==> config.mk <==
export PLATFORM = sky130hd
export DESIGN_NAME = cubic_bezier_easing
export DESIGN_NICKNAME = d
export VERILOG_FILES = /design/src/rtl/cbe_pkg.sv /design/src/rtl/cbe_mul.sv /design/src/rtl/cbe_div.sv /design/src/rtl/cubic_bezier_easing.sv
export SDC_FILE = /design/constraint.sdc
export NUM_CORES = 2
export LEC_CHECK = 0
export ABC_AREA = 1
export ABC_CLOCK_PERIOD_IN_PS = 9800
export BUFFER_PORTS_ARGS = -buffer_cell sky130_fd_sc_hd__buf_2
export CAP_MARGIN = 10
export CORE_ASPECT_RATIO = 0.5
export CORE_MARGIN = 2
export CORE_UTILIZATION = 35
export CTS_CLUSTER_SIZE = 16
export DETAILED_ROUTE_END_ITERATION = 8
export GPL_TIMING_DRIVEN = 0
export SLEW_MARGIN = 20
export SYNTH_ARGS = -nofsm -noshare
export SYNTH_HDL_FRONTEND = slang
export SYNTH_SLANG_ARGS = --single-unit
==> constraint.sdc <==
create_clock -name clk -period 9.8 [get_ports clk]
set_input_delay 1.47 -clock clk [delete_from_list [all_inputs] [get_ports clk]]
set_output_delay 1.47 -clock clk [all_outputs]
set_load 0.05 [all_outputs]
==> src/rtl/cbe_pkg.sv <==
`timescale 1ns / 1ps

package cbe_pkg;

    // Easing mode codes (curve_mode register)
    localparam logic [2:0] MODE_LINEAR      = 3'd0;
    localparam logic [2:0] MODE_HOLD        = 3'd1;
    localparam logic [2:0] MODE_EASE_IN     = 3'd2;
    localparam logic [2:0] MODE_EASE_OUT    = 3'd3;
    localparam logic [2:0] MODE_EASE_IN_OUT = 3'd4;
    localparam logic [2:0] MODE_EASE        = 3'd5;
    localparam logic [2:0] MODE_CUSTOM      = 3'd6;

    // Configuration register indexes
    localparam logic [2:0] REG_CURVE_MODE = 3'd0;
    localparam logic [2:0] REG_CTRL_X1    = 3'd1;
    localparam logic [2:0] REG_CTRL_Y1    = 3'd2;
    localparam logic [2:0] REG_CTRL_X2    = 3'd3;
    localparam logic [2:0] REG_CTRL_Y2    = 3'd4;

    // Field widths
    localparam int PROG_W = 18;
    localparam int CX_W   = 17;
    localparam int CY_W   = 18;
    localparam int MODE_W = 3;
    localparam int IDX_W  = 3;

    // Divider status toward the sequencer
    typedef struct packed {
        logic busy;
        logic done;
    } div_sts_t;

    // n/100 scaled by 2^f, rounded to nearest (elaboration only)
    function automatic longint hundredths(input longint n, input int f);
        hundredths = ((n << f) + 50) / 100;
    endfunction

endpackage

==> src/rtl/cbe_mul.sv <==
`timescale 1ns / 1ps

// Shared rounded fixed-point multiply: (a * t) >> FB, ties away from zero
module cbe_mul #(
    parameter int AW = 24,
    parameter int FB = 16
) (
    input  logic signed [AW-1:0] a,
    input  logic        [FB:0]   t,
    output logic signed [AW-1:0] p
);

    logic          neg;
    logic [AW-1:0] mag;
    logic [AW+FB:0] prod;
    logic [AW+FB:0] rnd;
    logic [AW+FB:0] shr;
    logic [AW-1:0] res;

    always_comb
    begin
        neg  = a[AW-1];
        mag  = neg ? (~a + 1'b1) : a;
        prod = (AW+FB+1)'(mag) * (AW+FB+1)'(t);
        rnd  = prod + ((AW+FB+1)'(1) << (FB-1));
        shr  = rnd >> FB;
        res  = shr[AW-1:0];
        p    = neg ? -$signed(res) : $signed(res);
    end

endmodule

==> src/rtl/cbe_div.sv <==
`timescale 1ns / 1ps

// Restoring divider, one quotient bit per cycle
module cbe_div #(
    parameter int NW = 35,
    parameter int DW = 24
) (
    input  logic                clk,
    input  logic                rst_n,
    input  logic                start,
    input  logic [NW-1:0]       num,
    input  logic [DW-1:0]       den,
    output logic [NW-1:0]       quo,
    output cbe_pkg::div_sts_t   sts
);

    localparam int CW = $clog2(NW + 1);

    logic [DW-1:0] rem_reg, rem_next;
    logic [NW-1:0] quo_reg, quo_next;
    logic [DW-1:0] den_reg, den_next;
    logic [CW-1:0] cnt_reg, cnt_next;
    logic          busy_reg, busy_next;
    logic          done_reg, done_next;
    logic [DW:0]   trial;
    logic [DW:0]   diff;

    always_comb
    begin
        rem_next  = rem_reg;
        quo_next  = quo_reg;
        den_next  = den_reg;
        cnt_next  = cnt_reg;
        busy_next = busy_reg;
        done_next = 1'b0;
        trial     = {rem_reg, quo_reg[NW-1]};
        diff      = trial - {1'b0, den_reg};
        if (start)
        begin
            rem_next  = '0;
            quo_next  = num;
            den_next  = den;
            cnt_next  = CW'(NW);
            busy_next = 1'b1;
        end
        else if (busy_reg)
        begin
            // shift in next numerator bit, subtract when it fits
            if (!diff[DW])
            begin
                rem_next = diff[DW-1:0];
                quo_next = {quo_reg[NW-2:0], 1'b1};
            end
            else
            begin
                rem_next = trial[DW-1:0];
                quo_next = {quo_reg[NW-2:0], 1'b0};
            end
            cnt_next = cnt_reg - 1'b1;
            if (cnt_reg == CW'(1))
            begin
                busy_next = 1'b0;
                done_next = 1'b1;
            end
        end
    end

    always_ff @(posedge clk or negedge rst_n)
    begin
        if (!rst_n)
        begin
            busy_reg <= 1'b0;
            done_reg <= 1'b0;
            cnt_reg  <= '0;
        end
        else
        begin
            busy_reg <= busy_next;
            done_reg <= done_next;
            cnt_reg  <= cnt_next;
        end
    end

    always_ff @(posedge clk)
    begin
        rem_reg <= rem_next;
        quo_reg <= quo_next;
        den_reg <= den_next;
    end

    assign quo      = quo_reg;
    assign sts.busy = busy_reg;
    assign sts.done = done_reg;

endmodule

==> src/rtl/cubic_bezier_easing.sv <==
`timescale 1ns / 1ps

// Cubic Bezier easing (CSS timing function style). progress_in is clamped
// to [0,1] and mapped through curve_mode: linear, hold, the four CSS preset
// curves or a custom curve from ctrl_x1/y1/x2/y2 (x unsigned Q1.16, y signed
// Q2.16 by default). Bezier modes solve x(t)=progress by Newton steps,
// falling back to bisection, then evaluate y(t); the result saturates. One
// item at a time: in_stall is high from acceptance until the result is
// loaded into the output register, so the next input can transfer in the
// cycle after that load. Linear, hold and end points go from the input
// transfer straight to the output load. A Bezier item runs setup and one
// x(t) check, then per Newton step the slope, the bit-serial divider, the
// update and an x(t) check, and per bisection step a bound update and an
// x(t) check, then y(t) evaluation and the output load, all on one shared
// multiplier. A stalled output holds the finished item until the output
// register is free. Configure only while idle.
module cubic_bezier_easing #(
    parameter int FRAC_BITS    = 16,
    parameter int NEWTON_STEPS = 8,
    parameter int BISECT_STEPS = 20
) (
    input  logic                              clk,
    input  logic                              rst_n,
    input  logic                              in_valid,
    output logic                              in_stall,
    input  logic signed [cbe_pkg::PROG_W-1:0] progress_in,
    output logic                              out_valid,
    input  logic                              out_stall,
    output logic signed [cbe_pkg::PROG_W-1:0] eased_progress,
    input  logic                              cfg_valid,
    output logic                              cfg_ready,
    input  logic        [cbe_pkg::IDX_W-1:0]  cfg_index,
    input  logic        [cbe_pkg::CY_W-1:0]   cfg_data
);

    localparam int W   = FRAC_BITS + 8;
    localparam int TW  = FRAC_BITS + 1;
    localparam int MW  = FRAC_BITS + 3;
    localparam int NW  = 2 * FRAC_BITS + 3;
    localparam int NCW = $clog2(NEWTON_STEPS + 1);
    localparam int BCW = $clog2(BISECT_STEPS + 1);

    localparam logic signed [W-1:0] ONE_S  = W'(longint'(1) << FRAC_BITS);
    localparam logic        [TW-1:0] ONE_T = TW'(longint'(1) << FRAC_BITS);
    localparam logic signed [W-1:0] LIM_HI = W'((longint'(2) << FRAC_BITS) - 1);
    localparam logic signed [W-1:0] LIM_LO = -W'(longint'(2) << FRAC_BITS);
    localparam logic signed [W-1:0] CAP_E  = W'(longint'(4) << FRAC_BITS);
    localparam longint TOL_RAW = ((longint'(1) << FRAC_BITS) + 999999) / 1000000;
    localparam logic signed [W-1:0] TOL = W'((TOL_RAW < 1) ? 1 : TOL_RAW);

    localparam logic signed [W-1:0] H42 = W'(cbe_pkg::hundredths(42, FRAC_BITS));
    localparam logic signed [W-1:0] H58 = W'(cbe_pkg::hundredths(58, FRAC_BITS));
    localparam logic signed [W-1:0] H25 = W'(cbe_pkg::hundredths(25, FRAC_BITS));
    localparam logic signed [W-1:0] H10 = W'(cbe_pkg::hundredths(10, FRAC_BITS));

    typedef enum logic [11:0] {
        S_IDLE  = 12'b0000_0000_0001,
        S_SETUP = 12'b0000_0000_0010,
        S_P1    = 12'b0000_0000_0100,
        S_P2    = 12'b0000_0000_1000,
        S_P3    = 12'b0000_0001_0000,
        S_CHK   = 12'b0000_0010_0000,
        S_S1    = 12'b0000_0100_0000,
        S_S2    = 12'b0000_1000_0000,
        S_SCHK  = 12'b0001_0000_0000,
        S_DIV   = 12'b0010_0000_0000,
        S_UPD   = 12'b0100_0000_0000,
        S_DONE  = 12'b1000_0000_0000
    } state_t;

    typedef enum logic [1:0] {
        PH_NEWTON = 2'd0,
        PH_BISECT = 2'd1,
        PH_YEVAL  = 2'd2
    } phase_t;

    // configuration registers
    logic [cbe_pkg::MODE_W-1:0] mode_reg;
    logic [cbe_pkg::CX_W-1:0]   cx1_reg, cx2_reg;
    logic [cbe_pkg::CY_W-1:0]   cy1_reg, cy2_reg;

    state_t state_reg, state_next;
    phase_t ph_reg, ph_next;
    logic [NCW-1:0] ncnt_reg, ncnt_next;
    logic [BCW-1:0] bcnt_reg, bcnt_next;

    logic [TW-1:0] x_reg, x_next;
    logic [TW-1:0] t_reg, t_next;
    logic [TW-1:0] t0_reg, t0_next;
    logic [TW-1:0] t1_reg, t1_next;
    logic signed [W-1:0] r_reg, r_next;
    logic signed [W-1:0] err_reg, err_next;
    logic signed [W-1:0] p1x_reg, p1x_next, p2x_reg, p2x_next;
    logic signed [W-1:0] p1y_reg, p1y_next, p2y_reg, p2y_next;
    logic signed [W-1:0] ax_reg, bx_reg, cx_reg, ay_reg, by_reg, cy_reg;
    logic signed [W-1:0] ax3_reg, bx2_reg;
    logic qneg_reg, qneg_next;
    logic out_valid_reg, out_valid_next;
    logic signed [cbe_pkg::PROG_W-1:0] out_reg, out_next;

    logic signed [W-1:0] mul_a, mul_p, add_v, mul_sum;
    logic signed [W-1:0] prog_ext, e_val, mag_r, mag_e;
    logic [TW-1:0] p_clamp, t0n, t1n, tdiff;
    logic signed [W-1:0] cxc1, cxc2, cc, bc, ac, ccy, bcy, acy;
    logic signed [W-1:0] ysat;
    logic [MW-1:0] me;
    logic [NW-1:0] q_val, t_ext, one_ext;
    logic div_start;
    logic [NW-1:0] div_num;
    logic [W-1:0]  div_den;
    logic out_free;
    cbe_pkg::div_sts_t div_sts;

    // configuration writes
    assign cfg_ready = 1'b1;

    always_ff @(posedge clk or negedge rst_n)
    begin
        if (!rst_n)
        begin
            mode_reg <= cbe_pkg::MODE_LINEAR;
            cx1_reg  <= cbe_pkg::CX_W'(16384);
            cy1_reg  <= cbe_pkg::CY_W'(6554);
            cx2_reg  <= cbe_pkg::CX_W'(16384);
            cy2_reg  <= cbe_pkg::CY_W'(65536);
        end
        else if (cfg_valid && cfg_ready)
        begin
            unique case (cfg_index)
                cbe_pkg::REG_CURVE_MODE: mode_reg <= cfg_data[cbe_pkg::MODE_W-1:0];
                cbe_pkg::REG_CTRL_X1:    cx1_reg  <= cfg_data[cbe_pkg::CX_W-1:0];
                cbe_pkg::REG_CTRL_Y1:    cy1_reg  <= cfg_data;
                cbe_pkg::REG_CTRL_X2:    cx2_reg  <= cfg_data[cbe_pkg::CX_W-1:0];
                cbe_pkg::REG_CTRL_Y2:    cy2_reg  <= cfg_data;
                default: ;
            endcase
        end
    end

    // shared multiply-add unit
    cbe_mul #(.AW(W), .FB(FRAC_BITS)) u_mul (
        .a (mul_a),
        .t (t_reg),
        .p (mul_p)
    );

    cbe_div #(.NW(NW), .DW(W)) u_div (
        .clk   (clk),
        .rst_n (rst_n),
        .start (div_start),
        .num   (div_num),
        .den   (div_den),
        .quo   (q_val),
        .sts   (div_sts)
    );

    always_comb
    begin
        mul_a = r_reg;
        add_v = '0;
        case (state_reg)
            S_P1:
            begin
                mul_a = (ph_reg == PH_YEVAL) ? ay_reg : ax_reg;
                add_v = (ph_reg == PH_YEVAL) ? by_reg : bx_reg;
            end
            S_P2:    add_v = (ph_reg == PH_YEVAL) ? cy_reg : cx_reg;
            S_S1:
            begin
                mul_a = ax3_reg;
                add_v = bx2_reg;
            end
            S_S2:    add_v = cx_reg;
            default: ;
        endcase
        mul_sum = mul_p + add_v;
    end

    // input clamp and custom point clamp
    always_comb
    begin
        prog_ext = W'(progress_in);
        if (prog_ext < 0)
            p_clamp = '0;
        else if (prog_ext > ONE_S)
            p_clamp = ONE_T;
        else
            p_clamp = prog_ext[TW-1:0];
        cxc1 = (W'(cx1_reg) > ONE_S) ? ONE_S : W'(cx1_reg);
        cxc2 = (W'(cx2_reg) > ONE_S) ? ONE_S : W'(cx2_reg);
    end

    // coefficients from the latched control points
    always_comb
    begin
        cc  = W'(3 * p1x_reg);
        bc  = W'(3 * (p2x_reg - p1x_reg)) - cc;
        ac  = ONE_S - cc - bc;
        ccy = W'(3 * p1y_reg);
        bcy = W'(3 * (p2y_reg - p1y_reg)) - ccy;
        acy = ONE_S - ccy - bcy;
    end

    always_ff @(posedge clk)
    begin
        if (state_reg == S_SETUP)
        begin
            ax_reg  <= ac;
            bx_reg  <= bc;
            cx_reg  <= cc;
            ay_reg  <= acy;
            by_reg  <= bcy;
            cy_reg  <= ccy;
            ax3_reg <= W'(3 * ac);
            bx2_reg <= W'(2 * bc);
        end
    end

    // sequencer
    always_comb
    begin
        state_next     = state_reg;
        ph_next        = ph_reg;
        ncnt_next      = ncnt_reg;
        bcnt_next      = bcnt_reg;
        x_next         = x_reg;
        t_next         = t_reg;
        t0_next        = t0_reg;
        t1_next        = t1_reg;
        r_next         = r_reg;
        err_next       = err_reg;
        p1x_next       = p1x_reg;
        p2x_next       = p2x_reg;
        p1y_next       = p1y_reg;
        p2y_next       = p2y_reg;
        qneg_next      = qneg_reg;
        out_valid_next = out_valid_reg;
        out_next       = out_reg;
        div_start      = 1'b0;
        out_free       = !out_valid_reg || !out_stall;

        e_val = r_reg - W'(x_reg);
        mag_r = r_reg[W-1] ? -r_reg : r_reg;
        mag_e = err_reg[W-1] ? -err_reg : err_reg;
        me    = (mag_e > CAP_E) ? CAP_E[MW-1:0] : mag_e[MW-1:0];
        div_num = {me, {FRAC_BITS{1'b0}}};
        div_den = mag_r;

        // bisection bound update
        t0n   = e_val[W-1] ? t_reg : t0_reg;
        t1n   = e_val[W-1] ? t1_reg : t_reg;
        tdiff = t1n - t0n;

        t_ext   = NW'(t_reg);
        one_ext = NW'(ONE_T);

        if (r_reg > LIM_HI)
            ysat = LIM_HI;
        else if (r_reg < LIM_LO)
            ysat = LIM_LO;
        else
            ysat = r_reg;

        if (out_valid_reg && !out_stall)
            out_valid_next = 1'b0;

        unique case (state_reg) inside
            S_IDLE:
            begin
                if (in_valid)
                begin
                    x_next     = p_clamp;
                    t_next     = p_clamp;
                    state_next = S_DONE;
                    r_next     = W'(p_clamp);
                    p1x_next   = cxc1;
                    p1y_next   = W'($signed(cy1_reg));
                    p2x_next   = cxc2;
                    p2y_next   = W'($signed(cy2_reg));
                    case (mode_reg)
                        cbe_pkg::MODE_EASE_IN:
                        begin
                            p1x_next = H42;
                            p1y_next = '0;
                            p2x_next = ONE_S;
                            p2y_next = ONE_S;
                        end
                        cbe_pkg::MODE_EASE_OUT:
                        begin
                            p1x_next = '0;
                            p1y_next = '0;
                            p2x_next = H58;
                            p2y_next = ONE_S;
                        end
                        cbe_pkg::MODE_EASE_IN_OUT:
                        begin
                            p1x_next = H42;
                            p1y_next = '0;
                            p2x_next = H58;
                            p2y_next = ONE_S;
                        end
                        cbe_pkg::MODE_EASE:
                        begin
                            p1x_next = H25;
                            p1y_next = H10;
                            p2x_next = H25;
                            p2y_next = ONE_S;
                        end
                        default: ;
                    endcase
                    case (mode_reg) inside
                        cbe_pkg::MODE_HOLD:
                            r_next = (p_clamp == ONE_T) ? ONE_S : '0;
                        cbe_pkg::MODE_EASE_IN, cbe_pkg::MODE_EASE_OUT,
                        cbe_pkg::MODE_EASE_IN_OUT, cbe_pkg::MODE_EASE,
                        cbe_pkg::MODE_CUSTOM:
                        begin
                            // end points need no solving
                            if (p_clamp != '0 && p_clamp != ONE_T)
                                state_next = S_SETUP;
                        end
                        default: ;
                    endcase
                end
            end
            S_SETUP:
            begin
                ph_next    = PH_NEWTON;
                ncnt_next  = '0;
                state_next = S_P1;
            end
            S_P1, S_P2, S_S1:
            begin
                r_next = mul_sum;
                unique case (state_reg)
                    S_P1:    state_next = S_P2;
                    S_P2:    state_next = S_P3;
                    default: state_next = S_S2;
                endcase
            end
            S_P3:
            begin
                r_next     = mul_sum;
                state_next = S_CHK;
            end
            S_CHK:
            begin
                if (ph_reg == PH_YEVAL)
                    state_next = S_DONE;
                else if (e_val <= TOL && e_val >= -TOL)
                begin
                    ph_next    = PH_YEVAL;
                    state_next = S_P1;
                end
                else if (ph_reg == PH_NEWTON)
                begin
                    err_next   = e_val;
                    state_next = S_S1;
                end
                else
                begin
                    t0_next   = t0n;
                    t1_next   = t1n;
                    t_next    = t0n + (tdiff >> 1);
                    bcnt_next = bcnt_reg + 1'b1;
                    if (bcnt_reg == BCW'(BISECT_STEPS - 1))
                        ph_next = PH_YEVAL;
                    state_next = S_P1;
                end
            end
            S_S2:
            begin
                r_next     = mul_sum;
                state_next = S_SCHK;
            end
            S_SCHK:
            begin
                if (r_reg <= TOL && r_reg >= -TOL)
                begin
                    // flat slope: fall back to bisection
                    ph_next    = PH_BISECT;
                    bcnt_next  = '0;
                    t_next     = x_reg;
                    t0_next    = '0;
                    t1_next    = ONE_T;
                    state_next = S_P1;
                end
                else
                begin
                    div_start  = 1'b1;
                    qneg_next  = err_reg[W-1] ^ r_reg[W-1];
                    state_next = S_DIV;
                end
            end
            S_DIV:
            begin
                if (div_sts.done)
                    state_next = S_UPD;
            end
            S_UPD:
            begin
                // t -= q, saturated to [0, ONE]
                if (qneg_reg)
                    t_next = (q_val > one_ext - t_ext) ? ONE_T
                                                       : t_reg + q_val[TW-1:0];
                else
                    t_next = (q_val > t_ext) ? '0 : t_reg - q_val[TW-1:0];
                ncnt_next  = ncnt_reg + 1'b1;
                state_next = S_P1;
                if (ncnt_reg == NCW'(NEWTON_STEPS - 1))
                begin
                    ph_next   = PH_BISECT;
                    bcnt_next = '0;
                    t_next    = x_reg;
                    t0_next   = '0;
                    t1_next   = ONE_T;
                end
            end
            S_DONE:
            begin
                if (out_free)
                begin
                    out_next       = ysat[cbe_pkg::PROG_W-1:0];
                    out_valid_next = 1'b1;
                    state_next     = S_IDLE;
                end
            end
            default: state_next = S_IDLE;
        endcase
    end

    always_ff @(posedge clk or negedge rst_n)
    begin
        if (!rst_n)
        begin
            state_reg     <= S_IDLE;
            ph_reg        <= PH_NEWTON;
            ncnt_reg      <= '0;
            bcnt_reg      <= '0;
            out_valid_reg <= 1'b0;
        end
        else
        begin
            state_reg     <= state_next;
            ph_reg        <= ph_next;
            ncnt_reg      <= ncnt_next;
            bcnt_reg      <= bcnt_next;
            out_valid_reg <= out_valid_next;
        end
    end

    always_ff @(posedge clk)
    begin
        x_reg    <= x_next;
        t_reg    <= t_next;
        t0_reg   <= t0_next;
        t1_reg   <= t1_next;
        r_reg    <= r_next;
        err_reg  <= err_next;
        p1x_reg  <= p1x_next;
        p2x_reg  <= p2x_next;
        p1y_reg  <= p1y_next;
        p2y_reg  <= p2y_next;
        qneg_reg <= qneg_next;
        out_reg  <= out_next;
    end

    assign in_stall       = (state_reg != S_IDLE) || div_sts.busy;
    assign out_valid      = out_valid_reg;
    assign eased_progress = out_reg;

endmodule
# Word-level counts from Yosys, hierarchy flattened
# Index checks and enable logic that the tools add are counted.
[word_totals] regBits=590 input_bits=44 out_inout_bits=21 elab_cells=253
[op_classes] add_sub_neg=24 n_mul=6 magnitude_cmp=13 eq_ne=39 n_mux=89 n_bitwise=5 n_reduce_logical=39
[ops] cell="17-bit two-way mux" n=27
[ops] cell="17-bit one-hot mux with 3 select lines" n=4
[ops] cell="24-bit two-way mux" n=8
[ops] cell="24-bit one-hot mux with 2 select lines" n=3
[ops] cell="12-bit one-hot mux with 9 select lines" n=1
[ops] cell="24-bit one-hot mux with 4 select lines" n=1
[ops] cell="24-bit subtractor" n=4
[ops] cell="12-bit two-way mux" n=7
[ops] cell="24-bit negation" n=3
[ops] cell="35-bit two-way mux" n=2
[ops] cell="17-bit one-hot mux with 4 select lines" n=1
[ops] cell="24-bit by 1-bit >= comparator with 1-bit output (second input constant)" n=2
[ops] cell="24-bit by 2-bit less-or-equal comparator with 1-bit output (second input constant)" n=2
[ops] cell="3-bit by 24-bit multiplier with 24-bit output (first input constant)" n=2
[ops] cell="18-bit by 24-bit subtractor with 24-bit output (first input constant)" n=2
[ops] cell="40-bit by 16-bit adder with 40-bit output (second input constant)" n=1
[ops] cell="24-bit by 17-bit multiplier with 40-bit output" n=1
[ops] cell="35-bit by 17-bit > comparator with 1-bit output" n=1
[ops] cell="35-bit > comparator" n=1
[ops] cell="17-bit > comparator (second input constant)" n=2
[ops] cell="17-bit subtractor" n=2
[ops] cell="3-bit by 25-bit multiplier with 24-bit output (first input constant)" n=1
[ops] cell="5-bit two-way mux" n=5
[ops] cell="18-bit by 24-bit subtractor with 25-bit output" n=1
[ops] cell="76 further kinds" n=131

# Longest topological paths before layout
[depth] ltp_word=12 depth_mapped=68 ltp_nobuf=67

# Hierarchy
# From an unflattened synthesis, not the netlist that was laid out.
[hier_totals] hier_cells=8000 area_unflattened_um2=60486.8
[modules_own_cells] module="cubic_bezier_easing" n_inst=1 cells_per_inst=5066 area_each_um2=39679.3 seq_area_each_um2=13461.7
[modules_own_cells] module="cbe_mul" n_inst=1 cells_per_inst=2147 area_each_um2=15192.1 seq_area_each_um2=0.0
[modules_own_cells] module="cbe_div" n_inst=1 cells_per_inst=787 area_each_um2=5615.4 seq_area_each_um2=2452.4

# Least setup slack after synthesis
# Ideal clock, no wire load.
[synth_path] kind="register to register" start="register state_reg[11]" end="register r_reg[23] (data pin)" setup_time_ps=253 arrival_time_ps=9929 required_time_ps=9547 slack_ps=-382 path_stages_with_launch=63 n_path_buf=2 period_less_slack_ps=10182 cell_sequence="dfrtp_1 > nor2_2 > nand2_4 > nor2_8 > nand2_8 > nand3_1 > nand2_4 > inv_1 > clkbuf_1 > ha_1 > inv_1 > nor3_4 > inv_2 > nor2_2 > nand2_2 > inv_2 > a21oi_1 > or2_2 > (+27 left out) > inv_1 > ha_1 > nand2_1 > nor3_1 > a21o_1 > a21oi_1 > o21ai_0 > a21oi_1 > o21ai_0 > nand2_1 > nand2_1 > inv_1 > nand2_1 > nand2_1 > inv_1 > nand2_1 > nand2_1 > nor2_1"
[synth_via] elab_chain_len=11 word_cells_on_any_way=18 cone_classes="add/sub (4); mul (1); eq/ne (6); mux (5); bitwise (1); reduce/logical (1)"
[synth_lines] element="start, declared" line_no="cubic_bezier_easing.sv:82" rtl="state_t state_reg, state_next;"
[synth_lines] element="start signal, assigned" line_no="cubic_bezier_easing.sv:444" rtl="state_reg <= state_next;"
[synth_lines] element="12-bit by 7-bit == test with 1-bit output / 12-bit by 3-bit == test with 1-bit output (equally long branches)" line_no="cubic_bezier_easing.sv:161" rtl="case (state_reg)"
[synth_lines] element="24-bit one-hot mux with 2 select lines" line_no="cubic_bezier_easing.sv:161"
[synth_lines] element="24-bit NOT" line_no="cbe_mul.sv:23" rtl="mag = neg ? (~a + 1'b1) : a;"
[synth_lines] element="24-bit by 1-bit adder with 24-bit output" line_no="cbe_mul.sv:23"
[synth_lines] element="24-bit two-way mux" line_no="cbe_mul.sv:23"
[synth_lines] element="24-bit by 17-bit multiplier with 40-bit output" line_no="cbe_mul.sv:24" rtl="prod = (AW+FB+1)'(mag) * (AW+FB+1)'(t);"
[synth_lines] element="40-bit by 16-bit adder with 40-bit output" line_no="cbe_mul.sv:25" rtl="rnd = prod + ((AW+FB+1)'(1) << (FB-1));"
[synth_lines] element="24-bit negation" line_no="cbe_mul.sv:28" rtl="p = neg ? -$signed(res) : $signed(res);"
[synth_lines] element="24-bit two-way mux" line_no="cbe_mul.sv:28"
[synth_lines] element="24-bit adder" line_no="cubic_bezier_easing.sv:176" rtl="mul_sum = mul_p + add_v;"
[synth_lines] element="24-bit one-hot mux with 2 select lines *" line_no="cubic_bezier_easing.sv:267" rtl="unique case (state_reg) inside"
[synth_lines] element="end signal, assigned" line_no="cubic_bezier_easing.sv:458" rtl="r_reg <= r_next;"
[synth_lines] element="end, declared" line_no="cubic_bezier_easing.sv:91" rtl="logic signed [W-1:0] r_reg, r_next;"
# Mark *: on every way between the ends. The rest lies on a longest branch, timed or not.
# A chain may end at the register's enable or synchronous reset.

# Worst setup path after layout
[layout_path] start="register state_reg[0]" end="register r_reg[23] (data pin)"
# The elaborated chain is that of the path after synthesis.

==> impl_metrics.ini <==
[outcome]
outcome = complete, but fails checks
violations = setup timing

[final_layout]
layout_common_cells = 1393 x nand2_1, 1338 x inv_1, 592 x ha_1
drive_above_1_share_pct = 10.2
largest_register_ffs = 35
final_core_util_pct = 40.4
layout_commonest_cell = nand2_1
layout.cells.non_filler = 9767
antenna_cells = 0
areaGrowthSynthToFinish_pct = 14.7
fin_area_um2 = 66200
nets = 8565

[timing]
worst_slew_pin_slew_ns = 1.18
relSlewSlack_pct = 21.1
min_period_ns = 10.36
clock_skew_ns = 0.0465
rsz0062_at_grt = true
slew_violations = 0
setup_viol = 13
hold_viol_final = 0
finalWorstSetupSlack_ns = -0.558
clock.fmax_mhz = 96.5
fin_crit_sh_pct = 106

[synth]
synth_top_cell_by_area = edfxtp_1
ys_seq_area_share_pct = 27.3
syn_area_per_cell_um2 = 7.95
yosys_warnings = 0
async_flop_share_pct = 18.9
syn-cell-area_um2 = 57700
ys_seq_elements = 555
synth_edf_count = 410
yosysTopAreaCellShare_pct = 21.3
syn_inst = 7256
synth_cell_type_count = 81
yosys_most_used_dff = edfxtp_1
synth_area_leaders = edfxtp_1 21%, ha_1 14%, fa_1 13%
synth_nets = 8294

[worst_setup_path]
r2r-start = state_reg[0]
start_kind = flip-flop
required_ns = 10.24
path_common_cell = nand2_2
slowest_stage = fa_1
cp-startpoint = state_reg[0]
critPathMaxFanout = 8
path_class = reg2reg
worstPathArrival_ns = 10.79
crit_path_end_kind = flip-flop
cp_slowest_stage_delay_ns = 0.57

[global_routing]
antenna_found_initial = 3
grt-ovfl-total = 0
grt_pass1_vias = 47400
gr-usage-all-layers_pct = 21.2
grt_max_degree = 84
grt_pass1_wl_um = 277000

[min_path]
min_from = u_div.rem_reg[21]
hold_class = reg2reg

[place]
hpwl_um = 146000
placed_cells = 9520
placed_area_um2 = 61000
dp_slack_ns = -2.45
gp_congestion = 0.971
io_buffers = 63

[clock_network]
cts_hold_buffers = 0
clkTransAtPathRegs_ns = 0.07
cts.sinks = 555
cts-root-buf = clkbuf_16
clk_latency_ns = 0.68
clockBufferDepth = 3
cts_inserted_buffers = 55
cts_tree = built
cts_max_level = 2

[detailed_routing]
viasPerCell = 5.05
drt-initial-drc-count = 4146
first_pass_iters = 9
final_antenna_net_count = 0
vias = 49300
drt_wl_total_um = 182000
drcViolationCount = 0
wl_per_cell_um = 18.6

[floorplanning]
fp.dieH_um = 291
core_um2 = 164000
io_pins = 65
rows = 105
die_w_um = 578
die_area_um2 = 168000
initial_core_util_pct = 35.2

[run]
cap_viol_max_count = 0
[cell usage after synthesis, types with 24 or more instances]
library cell	number
a31oi_1	41
dfxtp_1	40
nand4_1	56
nor4_1	49
fa_1	367
a22oi_1	29
nor2_1	616
xor2_1	267
clkbuf_1	130
nor3_1	92
o21ai_0	406
a21oi_1	460
o211ai_1	24
edfxtp_1	410
ha_1	627
inv_1	1375
nor2_2	30
nand3_1	224
xnor2_1	88
nand2_1	1454
o21bai_1	37
dfrtp_1	94
[critical path: cells and delay by family (launching register included)]
kind | cells | cell delay, ns
flip-flops | 1 | 0.56
buffers and inverters | 16 | 1.25
adder cells (fa/ha/maj) | 9 | 3.79
AND/OR/NAND/NOR | 32 | 3.03
XOR/XNOR | 1 | 0.26
AO/OA/AOI/OAI | 8 | 1.18
[cells by family after synthesis]
| logic type | Yosys count | synth area share (%) |
|---|---|---|
| xor+xnor | 359 | 5.51 |
| compound gates | 1167 | 11.5 |
| fa+ha+maj | 994 | 26.3 |
| other cells | 1 | 0.00650 |
| buf+inv | 1568 | 10.4 |
| simple gates | 2612 | 19.0 |
| flops | 555 | 27.3 |
[routing by layer]
| metal | vias up | GRT usage, % | part of all wire (%) |
|---|---|---|---|
| met2 | 1655 | 32.7 | 43 |
| met5 | - | 0 | 0 |
| met1 | 23400 | 29.7 | 45 |
| met4 | 0 | 7.89 | 4.2 |
| li1 | 24000 | - | - |
| met3 | 323 | 3.44 | 7.5 |
[through the flow]
step	setup TNS, ns	hold WS [ns]
2_1_floorplan	0	0.445
3_3_place_gp	-38.15	0.463
3_5_place_dp	-38.16	0.464
4_1_cts	-4.28	0.476
5_1_grt	-9.96	0.503
6_report	-4.39	0.481
[layout make-up]
cell class | instances | area, µm²
multi-input cells | 5133 | 37900
inverters | 1405 | 5330
fillers | 16700 | 97600
repair buffers | 215 | 1650
flip-flops and latches | 555 | 15800
clock inverters | 22 | 293
clock buffers | 82 | 1660
plain buffers | 162 | 875
well taps | 2193 | 2740
[final timing paths]
kind | slack [ns] | cells after the start | endpoint
setup reg to reg | -0.56 | 66 | r_reg[23]
max in group asynchronous | 8.28 | 2 | cx2_reg[14]
hold / removal | 0.48 | 2 | u_div.rem_reg[21]
min in group asynchronous | 0.72 | 1 | u_div.cnt_reg[1]
setup / recovery | -0.56 | 66 | r_reg[23]
hold reg to reg | 0.48 | 2 | u_div.rem_reg[21]
[repair_timing]
item | 4_1_cts | 5_1_grt
resized for setup | 310 | 180
cloned | 0 | 0
pin swaps | 148 | 103
buffers inserted | 102 | 42
setup endpoints to repair | 24 | 23
Power is left out: the tool's default activity adds up to more than one toggle a clock period on the data nets, which glitch-free logic cannot reach.
